$ cat config.mk
export PLATFORM = sky130hd
export DESIGN_NAME = binary_insertion_index_sort
export DESIGN_NICKNAME = d
export VERILOG_FILES = /design/src/sv/biis_pkg.sv /design/src/sv/biis_datapath.sv /design/src/sv/biis_control.sv /design/src/sv/binary_insertion_index_sort.sv
export VERILOG_INCLUDE_DIRS = /design/src /design/src/sv
export SDC_FILE = /design/constraint.sdc
export NUM_CORES = 2
export LEC_CHECK = 0
export BUFFER_PORTS_ARGS = -buffer_cell sky130_fd_sc_hd__buf_2
export CORE_MARGIN = 4
export CORE_UTILIZATION = 45
export CTS_CLUSTER_DIAMETER = 50
export DETAILED_ROUTE_END_ITERATION = 12
export GPL_ROUTABILITY_DRIVEN = 0
export PLACE_DENSITY = 0.64
export SLEW_MARGIN = 20
export SYNTH_ARGS = -nofsm -noshare
export SYNTH_HDL_FRONTEND = slang
export SYNTH_MEMORY_MAX_BITS = 65536
export SYNTH_SLANG_ARGS = --single-unit
$ cat constraint.sdc
create_clock -name clock -period 7.6 [get_ports clock]
set_input_delay 1.52 -clock clock [delete_from_list [all_inputs] [get_ports clock]]
set_output_delay 1.52 -clock clock [all_outputs]
set_load 0.05 [all_outputs]
$ cat src/sv/binary_insertion_index_sort_assert.svh
// assertion macros for the index sort block
`ifndef BINARY_INSERTION_INDEX_SORT_ASSERT_SVH
`define BINARY_INSERTION_INDEX_SORT_ASSERT_SVH
`ifndef SYNTHESIS
`define BIIS_ASSERT_IMP(label, clk, rst, ante, cons, msg) \
   label: assert property (@(posedge clk) disable iff (rst) (ante) |-> (cons)) else $error(msg);
`define BIIS_ASSERT_NXT(label, clk, rst, ante, cons, msg) \
   label: assert property (@(posedge clk) disable iff (rst) (ante) |=> (cons)) else $error(msg);
`else
`define BIIS_ASSERT_IMP(label, clk, rst, ante, cons, msg)
`define BIIS_ASSERT_NXT(label, clk, rst, ante, cons, msg)
`endif
`endif

$ cat src/sv/biis_pkg.sv
// shared types, constants and compare functions for the index sort block
`timescale 1ns / 1ps
package biis_pkg;
   localparam int MaxItems = 64;
   localparam int IdxW = $clog2(MaxItems);
   localparam int CntW = $clog2(MaxItems + 1);
   localparam int KeyW = 64;

   // controller state, one-hot
   typedef enum logic [9:0] {
      ST_IDLE  = 10'b0000000001,
      ST_FIRST = 10'b0000000010,
      ST_LAST  = 10'b0000000100,
      ST_EDGE  = 10'b0000001000,
      ST_MIDRD = 10'b0000010000,
      ST_MIDCM = 10'b0000100000,
      ST_SHIFT = 10'b0001000000,
      ST_EMRD  = 10'b0010000000,
      ST_EMIT  = 10'b0100000000,
      ST_EMWT  = 10'b1000000000
   } state_type;

   // controller commands to the datapath
   typedef struct packed {
      logic store_key;   // write key and start a search
      logic rd_first;    // read rank 0
      logic rd_last;     // read rank hi
      logic rd_mid;      // read rank mid
      logic mid_step;    // apply the middle compare
      logic shift_step;  // one shift step of the list
      logic append;      // place index at the end
      logic em_rd;       // read list for emit
      logic em_next;     // advance emit pointer
      logic clear_set;   // end of data set
      logic drop;        // key dropped
   } cmd_type;

   // datapath status to the controller
   typedef struct packed {
      logic full;
      logic empty;
      logic le_first;    // v <= first
      logic last_le;     // last <= v
      logic span_small;  // span <= 2
      logic mid_eq;      // v neither below nor above mid key
      logic shift_done;
      logic em_last;
   } stat_type;

   // ieee less-than on bit patterns
   function automatic logic fp_lt(input logic [KeyW-1:0] a, input logic [KeyW-1:0] b);
      logic a_nan, b_nan, a_z, b_z, r;
      a_nan = (a[62:52] == 11'h7ff) && (a[51:0] != '0);
      b_nan = (b[62:52] == 11'h7ff) && (b[51:0] != '0);
      a_z = (a[62:0] == '0);
      b_z = (b[62:0] == '0);
      if (a_nan || b_nan || (a_z && b_z)) r = 1'b0;
      else if (a[63] != b[63]) r = a[63];
      else if (a[63]) r = (a[62:0] > b[62:0]);
      else r = (a[62:0] < b[62:0]);
      return r;
   endfunction

   // ieee equality on bit patterns
   function automatic logic fp_eq(input logic [KeyW-1:0] a, input logic [KeyW-1:0] b);
      logic a_nan, b_nan;
      a_nan = (a[62:52] == 11'h7ff) && (a[51:0] != '0);
      b_nan = (b[62:52] == 11'h7ff) && (b[51:0] != '0);
      return !a_nan && !b_nan && ((a == b) || ((a[62:0] == '0) && (b[62:0] == '0)));
   endfunction
endpackage

$ cat src/sv/biis_datapath.sv
// key store, index list, search pointers and compare logic
`timescale 1ns / 1ps
`include "binary_insertion_index_sort_assert.svh"
module biis_datapath import biis_pkg::*; (
   input  logic            clock,
   input  logic            reset,
   input  logic [KeyW-1:0] key,
   input  cmd_type         cmd,
   output stat_type        stat,
   output logic [IdxW-1:0] sorted_index,
   output logic            overflow
);
   logic [KeyW-1:0] key_mem [MaxItems];
   logic [IdxW-1:0] list_mem [MaxItems];
   logic [CntW-1:0] count_ff, count_in;
   logic            drop_ff, drop_in;
   logic [KeyW-1:0] v_ff;
   logic [CntW-1:0] lo_ff, lo_in, hi_ff, hi_in, pos_ff, pos_in, ptr_ff, ptr_in;
   logic [IdxW-1:0] lrd_ff;     // list read data
   logic [KeyW-1:0] krd_ff;     // key read data
   logic [IdxW-1:0] sh_ff;      // entry moving up during shift
   logic [CntW-1:0] mid;
   logic [IdxW-1:0] list_raddr;
   logic            lt_v, gt_v, eq_v, le_rv;

   assign mid = lo_ff + ((hi_ff - lo_ff + CntW'(1)) >> 1);
   assign lt_v  = fp_lt(v_ff, krd_ff);
   assign gt_v  = fp_lt(krd_ff, v_ff);
   assign eq_v  = fp_eq(v_ff, krd_ff);
   assign le_rv = gt_v || eq_v;

   // list read address
   always_comb begin
      list_raddr = ptr_ff[IdxW-1:0];
      if (cmd.rd_first || cmd.em_rd) list_raddr = '0;
      else if (cmd.rd_last) list_raddr = hi_ff[IdxW-1:0];
      else if (cmd.rd_mid) list_raddr = mid[IdxW-1:0];
   end

   // key store and list memories
   always_ff @(posedge clock) begin
      if (cmd.store_key) key_mem[count_ff[IdxW-1:0]] <= key;
      if (cmd.store_key) v_ff <= key;
      lrd_ff <= list_mem[list_raddr];
      krd_ff <= key_mem[lrd_ff];
      if (cmd.append) list_mem[count_ff[IdxW-1:0]] <= count_ff[IdxW-1:0];
      if (cmd.shift_step) begin
         // ptr walks from the placement rank to the end, carrying one entry
         if (ptr_ff == count_ff) list_mem[ptr_ff[IdxW-1:0]] <= sh_ff;
         else begin
            list_mem[ptr_ff[IdxW-1:0]] <= (ptr_ff == pos_ff) ? count_ff[IdxW-1:0] : sh_ff;
         end
         sh_ff <= list_mem[ptr_ff[IdxW-1:0]];
      end
   end

   // pointers and counters
   always_comb begin
      count_in = count_ff;
      drop_in  = drop_ff;
      lo_in = lo_ff; hi_in = hi_ff; pos_in = pos_ff; ptr_in = ptr_ff;
      if (cmd.store_key) begin
         lo_in = '0;
         hi_in = count_ff - CntW'(1);
      end
      if (cmd.rd_first) begin
         pos_in = '0;
      end
      // unordered compares fall through to placement at mid
      if (cmd.mid_step) begin
         if (lt_v) hi_in = mid;
         else if (gt_v) lo_in = mid;
         else pos_in = mid;
      end
      if (cmd.rd_mid && (hi_ff - lo_ff + CntW'(1) <= CntW'(2))) pos_in = hi_ff;
      if (cmd.shift_step) ptr_in = ptr_ff + CntW'(1);
      if (cmd.append || (cmd.shift_step && ptr_ff == count_ff)) count_in = count_ff + CntW'(1);
      if (cmd.drop) drop_in = 1'b1;
      if (cmd.em_rd) ptr_in = '0;
      if (cmd.em_next) ptr_in = ptr_ff + CntW'(1);
      if (cmd.clear_set) begin
         count_in = '0;
         drop_in = 1'b0;
         ptr_in = '0;
      end
      if (cmd.rd_first || cmd.mid_step) ptr_in = pos_in;
      if (cmd.rd_mid && (hi_ff - lo_ff + CntW'(1) <= CntW'(2))) ptr_in = hi_ff;
   end

   always_ff @(posedge clock) begin
      if (reset) begin
         count_ff <= '0;
         drop_ff  <= 1'b0;
         ptr_ff   <= '0;
      end else begin
         count_ff <= count_in;
         drop_ff  <= drop_in;
         ptr_ff   <= ptr_in;
      end
      lo_ff <= lo_in;
      hi_ff <= hi_in;
      pos_ff <= pos_in;
   end

   assign stat.full       = (count_ff == CntW'(MaxItems));
   assign stat.empty      = (count_ff == '0);
   assign stat.le_first   = !lt_v ? eq_v : 1'b1;
   assign stat.last_le    = le_rv;
   assign stat.span_small = (hi_ff - lo_ff + CntW'(1) <= CntW'(2));
   assign stat.mid_eq     = !lt_v && !gt_v;
   assign stat.shift_done = (ptr_ff == count_ff);
   assign stat.em_last    = (ptr_ff + CntW'(1) == count_ff);
   assign sorted_index    = lrd_ff;
   assign overflow        = drop_ff;

   `BIIS_ASSERT_IMP(a_count_range, clock, reset, 1'b1, count_ff <= CntW'(MaxItems), "count past capacity")
   `BIIS_ASSERT_NXT(a_clear, clock, reset, cmd.clear_set, count_ff == '0 && !drop_ff, "set not cleared")
   `BIIS_ASSERT_IMP(a_no_store_full, clock, reset, cmd.store_key, !stat.full, "store while full")
endmodule

$ cat src/sv/biis_control.sv
// controller state machine sequencing search, shift and emit
`timescale 1ns / 1ps
`include "binary_insertion_index_sort_assert.svh"
module biis_control import biis_pkg::*; (
   input  logic     clock,
   input  logic     reset,
   input  logic     req_valid,
   output logic     req_stall,
   input  logic     req_final_item,
   input  stat_type stat,
   output cmd_type  cmd,
   output logic     rsp_valid,
   input  logic     rsp_stall,
   output logic     rsp_end_of_list
);
   state_type state_ff, state_in;
   logic      fin_ff, fin_in;
   logic      wait_ff;   // set while a key read waits for its data
   logic      acc;

   assign req_stall = !(state_ff == ST_IDLE);
   assign acc = req_valid && !req_stall;

   always_comb begin
      state_in = state_ff;
      fin_in = fin_ff;
      cmd = '0;
      case (state_ff)
         ST_IDLE: begin
            if (acc) begin
               fin_in = req_final_item;
               if (stat.full) begin
                  cmd.drop = 1'b1;
                  state_in = req_final_item ? ST_EMRD : ST_IDLE;
               end else if (stat.empty) begin
                  cmd.append = 1'b1;
                  cmd.store_key = 1'b1;
                  state_in = req_final_item ? ST_EMRD : ST_IDLE;
               end else begin
                  cmd.store_key = 1'b1;
                  state_in = ST_FIRST;
               end
            end
         end
         // read rank 0 and wait for its key data
         ST_FIRST: begin
            cmd.rd_first = !wait_ff;
            if (wait_ff) state_in = ST_LAST;
         end
         ST_LAST: begin
            if (!wait_ff) begin
               if (stat.le_first) begin
                  cmd.rd_first = 1'b1;
                  state_in = ST_SHIFT;
               end else cmd.rd_last = 1'b1;
            end else state_in = ST_EDGE;
         end
         ST_EDGE: begin
            if (stat.last_le) begin
               cmd.append = 1'b1;
               state_in = fin_ff ? ST_EMRD : ST_IDLE;
            end else state_in = ST_MIDRD;
         end
         ST_MIDRD: begin
            cmd.rd_mid = !wait_ff;
            if (!wait_ff && stat.span_small) state_in = ST_SHIFT;
            else if (wait_ff) state_in = ST_MIDCM;
         end
         ST_MIDCM: begin
            cmd.mid_step = 1'b1;
            state_in = stat.mid_eq ? ST_SHIFT : ST_MIDRD;
         end
         ST_SHIFT: begin
            cmd.shift_step = 1'b1;
            if (stat.shift_done) state_in = fin_ff ? ST_EMRD : ST_IDLE;
         end
         // rewind the emit pointer and fetch rank 0
         ST_EMRD: begin
            cmd.em_rd = 1'b1;
            if (stat.empty) begin
               cmd.clear_set = 1'b1;
               state_in = ST_IDLE;
            end else state_in = ST_EMIT;
         end
         ST_EMIT: begin
            if (!rsp_stall) begin
               if (stat.em_last) begin
                  cmd.clear_set = 1'b1;
                  state_in = ST_IDLE;
               end else begin
                  cmd.em_next = 1'b1;
                  state_in = ST_EMWT;
               end
            end
         end
         ST_EMWT: state_in = ST_EMIT;
         default: state_in = ST_IDLE;
      endcase
   end

   always_ff @(posedge clock) begin
      if (reset) begin
         state_ff <= ST_IDLE;
         fin_ff <= 1'b0;
         wait_ff <= 1'b0;
      end else begin
         state_ff <= state_in;
         fin_ff <= fin_in;
         wait_ff <= (state_in == state_ff) && !wait_ff &&
                    (state_ff == ST_FIRST || state_ff == ST_LAST || state_ff == ST_MIDRD);
      end
   end

   assign rsp_valid = (state_ff == ST_EMIT);
   assign rsp_end_of_list = stat.em_last;

   `BIIS_ASSERT_IMP(a_onehot, clock, reset, 1'b1, $onehot(state_ff), "state not one-hot")
   `BIIS_ASSERT_NXT(a_emit_hold, clock, reset, rsp_valid && rsp_stall, rsp_valid, "word lost")
   `BIIS_ASSERT_IMP(a_busy, clock, reset, rsp_valid, req_stall, "input taken during emit")
endmodule

$ cat src/sv/binary_insertion_index_sort.sv
// top level of the binary insertion index sort block
//  channel | direction | fields
//  req_    | in        | key, final_item
//  rsp_    | out       | sorted_index, end_of_list, overflow
// a key is stored and compared with rank 0 for a front insert, then with the
// last rank for an append; else halving steps compare the mid key until a span
// of two or fewer settles the rank; the list shift then moves one entry a cycle;
// emit rewinds the list pointer, then reads each word through a wait state;
// reset clears count, overflow, ptr and state; stores are undefined until written;
// req_stall is high while a key or an emit is in progress.
`timescale 1ns / 1ps
module binary_insertion_index_sort import biis_pkg::*; (
   input  logic            clock,
   input  logic            reset,
   input  logic            req_valid,
   output logic            req_stall,
   input  logic [KeyW-1:0] req_key,
   input  logic            req_final_item,
   output logic            rsp_valid,
   input  logic            rsp_stall,
   output logic [IdxW-1:0] rsp_sorted_index,
   output logic            rsp_end_of_list,
   output logic            rsp_overflow
);
   cmd_type  cmd;
   stat_type stat;

   biis_control u_ctl (
      .clock, .reset, .req_valid, .req_stall, .req_final_item,
      .stat, .cmd, .rsp_valid, .rsp_stall, .rsp_end_of_list
   );

   biis_datapath u_dp (
      .clock, .reset, .key(req_key), .cmd, .stat,
      .sorted_index(rsp_sorted_index), .overflow(rsp_overflow)
   );
endmodule

==> flow_summary.yaml <==
global_routing:
  grt_max_degree: 140
  overflow: 0
  grt_util_all_layers: 0.2415
  antenna_found_initial: 49
  grt_pass1_wl_microns: 709700
  grt_pass1_vias: 89197
clock_network:
  cts-hold-fix-buffers: 0
  htree_num_levels: 5
  cts_tree: "built"
  clk_latency_ns: 1.02
  post_cts_resized: 0
  clockBufferDepth: 4
  clkTransAtPathRegs_ns: 0.07
  clkSinkCount: 4668
  cts-root-buf: "clkbuf_16"
  cts_made_buffers: 473
  cts_setup_buffers: 0
synthesis:
  netlist_instances: 7935
  synthFlopType: "edfxtp_1"
  synthArstFlopShare: 0
  syn_nets: 8089
  ys_types: 84
  synth_area_sq_um: 182300
  yosysSeqAreaShare: 0.7626
  synth-seq-cells: 4668
  avgSynthCellArea_sq_um: 22.97
  synth_warnings: 0
  synth_edf_count: 4550
floorplanning:
  initial_core_util: 0.4521
  dieArea_sq_um: 415300
  core_sq_um: 403200
  ioPinCount: 79
  rows: 233
  die_x_microns: 644.4
  die-height_microns: 644.4
route:
  routedWlPerCell_microns: 36.02
  routed_via_density: 6.401
  ant_nets: 0
  drc: 0
  routed_wl_microns: 507900
  dr.pass1.iters: 8
  drtIter0Drc: 13668
  vias: 90260
sta:
  finalSetupViolations: 0
  tightest_slew_ns: 1.190
  period_needed_ns: 5.465
  maxSlewViolCount: 0
  timing.final.crit_share: 0.7190
  slew_headroom: 0.2046
  maxClockFrequency_mhz: 183.0
  setup_slack_ns: 2.135
  rsz0062_at_grt: "false"
  hold_viol_final: 0
  tns_ns: 0
  skew_ns: 0.08763
placement:
  dp_hpwl_microns: 270200
  dp_slack_ns: 2.058
  numPortBuffers: 78
critical_path:
  crit_type: "reg2reg"
  worst_setup_path_end_kind: "flip-flop"
  start_kind: "flip-flop"
  path_max_fanout: 50
  worstPathArrival_ns: 6.30
  cp.required_ns: 8.44
  rrSetupSlack_ns: 2.14
run:
  max-cap-violations: 0
power:
  peakVddDrop_uv: 297.9
  p_leak_nw: 62.95
  power_density_nw_per_um2: 343.9
  power_mw: 70.92
final_layout:
  area_delta_synth_final_pct: 13.13
  nets: 8434
  post-route-util: 0.5114
  drive_above_1_share: 0.2956
hold_path:
  min_path_type: "reg2reg"
outcome:
  status: "finished clean"
-- per-stage QoR --
stage	cell area [sq um]	cells	hold slack (ns)
CTS	205900	14080	0.5114
detailed placement	190600	13203	0.5037
global route	206200	14095	0.5385
global placement	190600	13203	0.4728
finish	206200	14101	0.5137
floorplan	182300	7935	0.4542
-- area by class of cell --
| type | instances | area (sq um) |
|---|---|---|
| multi-input combinational | 2739 | 41710 |
| inverter | 97 | 366.6 |
| tap | 5405 | 6763 |
| antenna | 14 | 35.03 |
| clock inverter | 278 | 2751 |
| sequential | 4668 | 139000 |
| timing repair buffer | 301 | 3059 |
| clock buffer | 599 | 12490 |
| fill | 30769 | 197000 |
-- registers in the layout, indices dropped and copies added (netlist names) --
register	cells
u_dp.key_mem	4096
u_dp.list_mem	384
u_dp.krd_ff	64
u_dp.v_ff	64
u_ctl.state_ff	10
u_dp.count_ff	7
u_dp.hi_ff	7
u_dp.lo_ff	7
u_dp.pos_ff	7
u_dp.ptr_ff	7
u_dp.sh_ff	6
u_dp.sorted_index	6
u_ctl.fin_ff	1
u_ctl.wait_ff	1
u_dp.overflow	1
-- worst paths after layout --
check | startpoint | to | cells past startpoint
max | u_dp.v_ff[20] | u_dp.sorted_index[1] | 15
min | u_dp.lo_ff[4] | u_dp.lo_ff[4] | 2
max reg2reg | u_dp.v_ff[20] | u_dp.sorted_index[1] | 15
min reg2reg | u_dp.lo_ff[4] | u_dp.lo_ff[4] | 2
-- per-layer routing --
layer,global-route usage,vias to the layer above,part of all wire
met5,0,-,0.00021
met4,0.08787,16,0.041
met3,0.04272,1015,0.098
met2,0.3791,5446,0.48
met1,0.3425,48938,0.38
li1,-,34845,-
-- placed cells by master, fill, tap and decap left out, drive strengths merged, types with 18 or more instances in the layout --
master	n
mux2i	37
nor2	206
a31oi	27
xor2	23
inv	125
clkinvlp	21
bufinv	39
mux4	1470
nand4	33
clkinv	190
o221ai	89
clkbuf	599
xnor2	22
nand2	236
edfxtp	4550
nand3	125
a21oi	68
nor4	50
ha	83
buf	301
a221oi	18
nor3	18
o21ai	56
dfxtp	118
-- synth_stat cells (all sizes together) (8+ instances only) --
cell type  count  area, sq um
a211oi        17        127.6
ha            83         1039
a22oi          8        60.06
a221oi        18        157.7
xnor2         22        192.7
a21o          10        75.07
mux2          10        116.4
nor3          18        106.4
nand4         33        219.0
edfxtp      4550       136600
nand3b        10        75.07
o21ai         56        291.5
dfxtp        118         2362
nor2         206        788.3
clkbuf       293         1100
inv           96        360.4
a31oi         27        175.2
nor4          50        367.9
a32oi         11        96.34
or4            9        67.56
nor3b          9        67.56
nand3        125        630.6
buf          138        661.9
mux4        1470        33110
nand2        236        895.9
a21oi         68        351.6
mux2i         37        370.4
o221ai        89        779.5
nand2b        11        68.82
xor2          23        201.4
-- where the power goes --
part	internal [mW]	switching (mW)	total, mW
Clock	13.0	9.88	22.9
Combinational	8.70	9.82	18.5
Sequential	28.9	0.585	29.5
-- critical path, stage by stage, from the launching register on --
cell and delay [ns]:
edfxtp_1 0.41, ha_1 0.33, nand4_1 0.10, nor3_1 0.52, nand4_1 0.31, a21o_1 0.26, o211a_4 0.19, nor3_4 0.46
o211ai_4 0.24, nand2_4 0.66, buf_4 0.60, mux2i_1 0.26, a32oi_1 0.10, a32oi_1 0.24, a311oi_1 0.12, or4_1 0.42
-- logic make-up after synthesis --
kind of cell               share of synthesized area
DFF                                           0.7626
muxes                                         0.1843
and+or+nand+nor                              0.01934
buffers and inverters                        0.01166
AOI/OAI and AO/OA                            0.01406
adders and majority gates                   0.005917
xor gates and xnor gates                    0.002162
Note: power is estimated with default switching activity, not from simulation.
